$ cat config.mk
export PLATFORM = sky130hd
export DESIGN_NAME = vigenere_printable_ascii_cipher
export DESIGN_NICKNAME = d
export VERILOG_FILES = /design/src/vpac_pkg.sv /design/src/vigenere_printable_ascii_cipher.sv /design/src/vpac_shift.sv
export SDC_FILE = /design/constraint.sdc
export NUM_CORES = 1
export LEC_CHECK = 0
export ABC_AREA = 0
export BUFFER_PORTS_ARGS = -buffer_cell sky130_fd_sc_hd__clkbuf_2
export CAP_MARGIN = 20
export CORE_ASPECT_RATIO = 0.6
export CORE_UTILIZATION = 45
export DETAILED_ROUTE_END_ITERATION = 10
export PLACE_DENSITY_LB_ADDON = 0.25
export SYNTH_ARGS = -nofsm -noshare
export SYNTH_HDL_FRONTEND = slang
export SYNTH_SLANG_ARGS = --single-unit
$ cat constraint.sdc
create_clock -name clk -period 8.73 [get_ports clk]
set_input_delay 1.746 -clock clk [delete_from_list [all_inputs] [get_ports clk]]
set_output_delay 1.746 -clock clk [all_outputs]
set_load 0.05 [all_outputs]
$ cat src/vpac_pkg.sv
// ----------------------------------------------------------------------------
// vpac_pkg
// Shared types and constants for the printable-ASCII Vigenere cipher.
// ----------------------------------------------------------------------------
package vpac_pkg;

	localparam int unsigned BYTE_W       = 8;
	localparam int unsigned KEY_ENTRY_W  = 7;
	localparam int unsigned KEY_WORD_N   = 8;
	localparam int unsigned KEY_LEN_W    = 5;
	localparam int unsigned KEY_POS_W    = 4;
	localparam int unsigned CFG_DATA_W   = KEY_ENTRY_W * KEY_WORD_N;
	localparam int unsigned CFG_INDEX_W  = 2;

	localparam int unsigned MAX_KEY_ENTRIES = 16;

	localparam logic [BYTE_W-1:0]      PRINT_LOW  = 8'd32;
	localparam logic [BYTE_W-1:0]      PRINT_HIGH = 8'd126;
	localparam logic [KEY_ENTRY_W-1:0] PRINT_SPAN = 7'd95;

	typedef enum logic [CFG_INDEX_W-1:0] {
		CFG_DECRYPT_MODE = 2'd0,
		CFG_KEY_LENGTH   = 2'd1,
		CFG_KEY_LOW      = 2'd2,
		CFG_KEY_HIGH     = 2'd3
	} cfg_index_t;

	typedef logic [KEY_WORD_N-1:0][KEY_ENTRY_W-1:0] key_word_t;

	// One byte on its way to the shift unit: shift already reduced to 0..94.
	typedef struct packed {
		logic                   decrypt;
		logic [KEY_ENTRY_W-1:0] shift;
		logic [BYTE_W-1:0]      data;
	} shift_req_t;

endpackage

$ cat src/vigenere_printable_ascii_cipher.sv
// ----------------------------------------------------------------------------
// vigenere_printable_ascii_cipher
// Printable-ASCII Vigenere stream cipher, one byte in and one byte out.
// ----------------------------------------------------------------------------
//  channel   handshake                    payload
//  data      data_valid / data_stall      data_byte, restart
//  result    result_valid / result_stall  result_byte
//  config    cfg_write_en                 cfg_index, cfg_data
//
//  Two register stages: the key entry is picked and reduced at the input
//  register, the modulo-95 add or subtract runs into the result register.
//  One byte per cycle sustained while the result channel is not stalled.
//  Each stage holds while the one after it is full and stalled.
//  Reset clears the key position, the stage valids and the registers to
//  encrypt, length 1, all-zero key.
// ----------------------------------------------------------------------------
module vigenere_printable_ascii_cipher
	import vpac_pkg::*;
(
	input  logic                   clk,
	input  logic                   arst_n,

	input  logic                   cfg_write_en,
	input  logic [CFG_INDEX_W-1:0] cfg_index,
	input  logic [CFG_DATA_W-1:0]  cfg_data,

	input  logic                   data_valid,
	output logic                   data_stall,
	input  logic [BYTE_W-1:0]      data_byte,
	input  logic                   restart,

	output logic                   result_valid,
	input  logic                   result_stall,
	output logic [BYTE_W-1:0]      result_byte
);

	logic                 decrypt_mode_q;
	logic [KEY_LEN_W-1:0] key_length_q;
	key_word_t            key_low_q;
	key_word_t            key_high_q;
	logic [KEY_POS_W-1:0] key_pos_q;

	logic                 valid_s1;
	shift_req_t           req_s1;
	logic                 valid_s2;
	logic [BYTE_W-1:0]    result_s2;

	logic                   adv_s1;
	logic                   adv_s2;
	logic                   accept;
	logic [KEY_POS_W-1:0]   pos;
	logic [KEY_LEN_W-1:0]   len_eff;
	logic [KEY_LEN_W-1:0]   pos_next;
	logic [KEY_ENTRY_W-1:0] entry;
	shift_req_t             req_in;
	logic [BYTE_W-1:0]      shift_result;

	// Configuration writes
	always_ff @(posedge clk or negedge arst_n) begin
		if (!arst_n) begin
			decrypt_mode_q <= 1'b0;
			key_length_q   <= KEY_LEN_W'(1);
			key_low_q      <= '0;
			key_high_q     <= '0;
		end else if (cfg_write_en) begin
			unique case (cfg_index_t'(cfg_index))
				CFG_DECRYPT_MODE: decrypt_mode_q <= cfg_data[0];
				CFG_KEY_LENGTH:   key_length_q   <= cfg_data[KEY_LEN_W-1:0];
				CFG_KEY_LOW:      key_low_q      <= cfg_data;
				CFG_KEY_HIGH:     key_high_q     <= cfg_data;
				default:          ;
			endcase
		end
	end

	// Handshake: each stage moves when the stage after it can take its item
	assign adv_s2     = !valid_s2 || !result_stall;
	assign adv_s1     = !valid_s1 || adv_s2;
	assign data_stall = !adv_s1;
	assign accept     = data_valid && adv_s1;

	always_comb begin
		pos = restart ? '0 : key_pos_q;

		if (key_length_q == '0) begin
			len_eff = KEY_LEN_W'(1);
		end else if (key_length_q > KEY_LEN_W'(MAX_KEY_ENTRIES)) begin
			len_eff = KEY_LEN_W'(MAX_KEY_ENTRIES);
		end else begin
			len_eff = key_length_q;
		end

		pos_next = {1'b0, pos} + KEY_LEN_W'(1);
		if (pos_next >= len_eff) begin
			pos_next = '0;
		end

		entry = pos[KEY_POS_W-1] ? key_high_q[pos[KEY_POS_W-2:0]]
		                         : key_low_q[pos[KEY_POS_W-2:0]];

		req_in.decrypt = decrypt_mode_q;
		req_in.data    = data_byte;
		// entries 95..127 fold back once
		if (entry >= PRINT_SPAN) begin
			req_in.shift = entry - PRINT_SPAN;
		end else begin
			req_in.shift = entry;
		end
	end

	always_ff @(posedge clk or negedge arst_n) begin
		if (!arst_n) begin
			key_pos_q <= '0;
			valid_s1  <= 1'b0;
			valid_s2  <= 1'b0;
		end else begin
			if (accept) begin
				key_pos_q <= pos_next[KEY_POS_W-1:0];
			end
			if (adv_s1) begin
				valid_s1 <= data_valid;
			end
			if (adv_s2) begin
				valid_s2 <= valid_s1;
			end
		end
	end

	always_ff @(posedge clk) begin
		if (accept) begin
			req_s1 <= req_in;
		end
		if (adv_s2 && valid_s1) begin
			result_s2 <= shift_result;
		end
	end

	vpac_shift u_shift (
		.req    (req_s1),
		.result (shift_result)
	);

	assign result_valid = valid_s2;
	assign result_byte  = result_s2;

endmodule

$ cat src/vpac_shift.sv
// ----------------------------------------------------------------------------
// vpac_shift
// Modulo-95 shift of one printable byte; other bytes pass unchanged.
// ----------------------------------------------------------------------------
module vpac_shift
	import vpac_pkg::*;
(
	input  shift_req_t        req,
	output logic [BYTE_W-1:0] result
);

	logic                   printable;
	logic [KEY_ENTRY_W-1:0] v;
	logic [KEY_ENTRY_W:0]   sum;
	logic [KEY_ENTRY_W:0]   diff;
	logic [KEY_ENTRY_W-1:0] v_new;
	logic [BYTE_W-1:0]      offset;

	always_comb begin
		printable = (req.data >= PRINT_LOW) && (req.data <= PRINT_HIGH);
		offset    = req.data - PRINT_LOW;
		v         = offset[KEY_ENTRY_W-1:0];
		sum       = {1'b0, v} + {1'b0, req.shift};
		diff      = {1'b0, v} - {1'b0, req.shift};
		if (req.decrypt) begin
			// borrow out means the difference went negative: wrap up by the span
			if (diff[KEY_ENTRY_W]) begin
				v_new = diff[KEY_ENTRY_W-1:0] + PRINT_SPAN;
			end else begin
				v_new = diff[KEY_ENTRY_W-1:0];
			end
		end else begin
			if (sum >= {1'b0, PRINT_SPAN}) begin
				v_new = KEY_ENTRY_W'(sum - {1'b0, PRINT_SPAN});
			end else begin
				v_new = sum[KEY_ENTRY_W-1:0];
			end
		end
		if (printable) begin
			result = {1'b0, v_new} + PRINT_LOW;
		end else begin
			result = req.data;
		end
	end

endmodule

==> qor.txt <==
WP data arrival - 4.38 ns
total chip power - 2590 µW
CTS tree - built
gr ovfl total - 0
largest net degree at the start of global routing - 73
Syn Nets - 778
# rows - 37
PostCTS Resize Cnt - 0
Worst-Margin Slew - 0.930 ns
worst r2r path cells - 12
PortBufs - 81
CP Max Fanout - 18
RD Place Congestion - 0.924
gr usage total - 0.229
FILL cells - 1513
Crit path required time - 8.90 ns
Die Width - 177 µm
Seq/Total Area, Yosys - 0.465
mapped cell area - 0.00823 mm²
final WL - 20200 µm
vias - 5855
WHS Endpoint - req_s1[15]$_DFFE_PP_
synthesized flop and latch total - 148
Worst Setup End Kind - register
Wirelength per Cell - 20.3 µm
hold path cells - 0
DRC errors left - 0
postcts setup bufs - 0
number of global-route vias before repair - 5739
Area Growth Syn to Fin - 13.4%
final setup violation count - 0
pwr dens - 277 mW/mm²
Post-Syn Instances - 679
Worst R2R End - result_byte[6]$_DFFE_PP_
RSZ-0062 raised after global routing - no
FMAX - 238 MHz
DP HPWL - 14700 µm
synth unique cells - 79
Mean Syn Cell Area - 12.1 µm²
max-cap violations - 0
via/cell ratio - 5.89
n_diodes - 0
total die area - 0.0189 mm²
Setup CP Type - input port to register
Clock Tree Buf Depth - 2
Antenna Nets Post-Route - 0
min cycle time layout - 4.21 ns
I/O Pins - 82
clock root buffer - clkbuf_16
EDFF count, synth - 24
Final Cycle Share - 0.482
worst clock skew - 0.00719 ns
Final #Nets - 846
HP Class - register to register
Clk pin slew, worst setup/hold paths - 0.06 ns
Synth async-reset ratio - 0.838
total core area - 0.0175 mm²
Num CTS Buffers - 17
H-tree levels - 4
reg2reg start - req_s1[0]$_DFFE_PP_
ratio of cells with drive above 1 in the final layout - 0.366
P_leak - 0.00407 µW
R2R setup slack - 5.10 ns
final hold vios - 0
worst setup margin - 4.52 ns
dpl ws - 4.21 ns
Final Max Slew Viols - 0
hold path startpoint - decrypt_mode_q$_DFFE_PN0P_
post-cts hold buffer count - 0
first-pass GRT wire length - 32700 µm
Synth warnings - 0
DRT Pass-1 Iters - 7
peak supply drop - 148 µV
Slew headroom - 0.378
Clk Latency, worst-skew pair - 0.42 ns
outcome - finished clean
initial antenna violation count - 0
DR iter-0 viols - 464
die height - 107 µm
startpoint types - input port
Initial Util - 0.470
Setup Total Neg Slack - 0 ns
clk sinks - 148
Top FF cell, synth - dfrtp_1
## per-stage QoR
step | cell area (µm²) | instances | util | hold slack (ns)
3_5_place_dp | 8760 | 961 | 0.501 | 0.438
2_1_floorplan | 8230 | 679 | - | 0.421
3_3_place_gp | 8760 | 961 | 0.501 | 0.437
5_1_grt | 9330 | 994 | 0.533 | 0.471
4_1_cts | 9330 | 993 | 0.533 | 0.458
6_report | 9330 | 994 | 0.533 | 0.457
## layer usage
metal	track usage	wire length (µm)	vias to the layer above
met3	0.0521	1540	21
met1	0.357	10100	2909
met4	0.0542	214	0
met2	0.316	8330	246
li1	-	-	2679
met5	0	0	-
## power by group
part / total (µW) / leakage (µW) / internal, µW / switching [µW]
sequential: 935 / 0.00170 / 843 / 92.1
clock: 703 / 0.000262 / 416 / 287
combinational: 947 / 0.00211 / 415 / 533
## worst max-delay path by stage
stage / startpoint / endpoint / slack (ns) / cells after the start
2_1_floorplan: result_stall / data_stall / 4.81 / 2
3_3_place_gp: restart / req_s1[9]$_DFFE_PP_ / 4.40 / 8
3_5_place_dp: restart / req_s1[9]$_DFFE_PP_ / 4.21 / 8
4_1_cts: restart / req_s1[9]$_DFFE_PP_ / 4.65 / 8
5_1_grt: restart / req_s1[9]$_DFFE_PP_ / 4.35 / 8
6_report: restart / req_s1[9]$_DFFE_PP_ / 4.52 / 8
## sequential cells by signal, summed over array words and instances (netlist names)
name,flops
key_low_q,56
key_length_q,5
decrypt_mode_q,1
valid_s1,1
key_high_q,56
req_s1,16
key_pos_q,4
result_byte,8
result_valid,1
## final cells by class
type,instances,area (µm²),area share
Inverter,25,101,0.0109
Sequential cell,148,3830,0.410
Clock inverter,15,141,0.0151
Timing Repair Buffer,88,458,0.0491
Tap cell,234,293,0.0314
Multi-Input combinational cell,467,4090,0.438
Clock buffer,17,425,0.0456
## cells by family after synthesis
family / after synthesis / synth area share
flops: 148 / 0.465
mux: 164 / 0.233
compound gates: 139 / 0.120
fa+ha+maj: 27 / 0.0429
buf+inv: 64 / 0.0392
xor+xnor: 10 / 0.0161
simple gates: 127 / 0.0847
## worst max-delay path: stages
cell	delay (ns)
clkbuf_2	0.23
nor2b_1	0.79
mux4_2	0.37
a221oi_1	0.10
a31o_2	0.32
nor3_2	0.47
a221o_1	0.25
nand4_1	0.10
## synth_stat cells (3+ instances only)
cell type	count	share of area
a221oi_1	3	0.0032
nor2b_1	7	0.0053
o21ai_0	15	0.0091
mux2_2	129	0.18
and3_1	3	0.0023
buf_2	10	0.0061
nand2b_1	8	0.0061
mux4_2	6	0.016
xnor2_1	5	0.0053
a22o_1	3	0.0032
nand3_1	20	0.012
mux2i_1	26	0.032
mux2i_4	3	0.0082
clkbuf_1	21	0.0096
or3_1	3	0.0023
o2bb2ai_1	3	0.0032
a21o_1	7	0.0064
buf_6	4	0.0055
or2_2	5	0.0038
edfxtp_1	24	0.088
o211ai_1	4	0.0036
ha_1	25	0.038
nor3_1	11	0.0067
o21a_1	7	0.0064
a211o_1	7	0.0074
and3b_1	7	0.0074
a31o_2	5	0.0053
a21oi_1	39	0.024
a211oi_1	6	0.0055
nor2_1	18	0.0082
inv_1	23	0.010
nand2_1	28	0.013
a22oi_1	9	0.0082
dfrtp_1	123	0.37
## cell usage in the layout (no fill, tap or decap), types with 15 or more instances in the layout
cell       synthesis  layout
nand2_1           28      28
mux2_2           129     129
nand3_1           20      19
dfrtp_1          123     122
mux2i_1           26      26
clkbuf_2           1      80
a21oi_1           39      39
clkbuf_16          0      17
ha_1              25      25
inv_1             23      23
nor2_1            18      18
o21ai_0           15      15
edfxtp_1          24      24
Power figures use the tool's default switching activity.
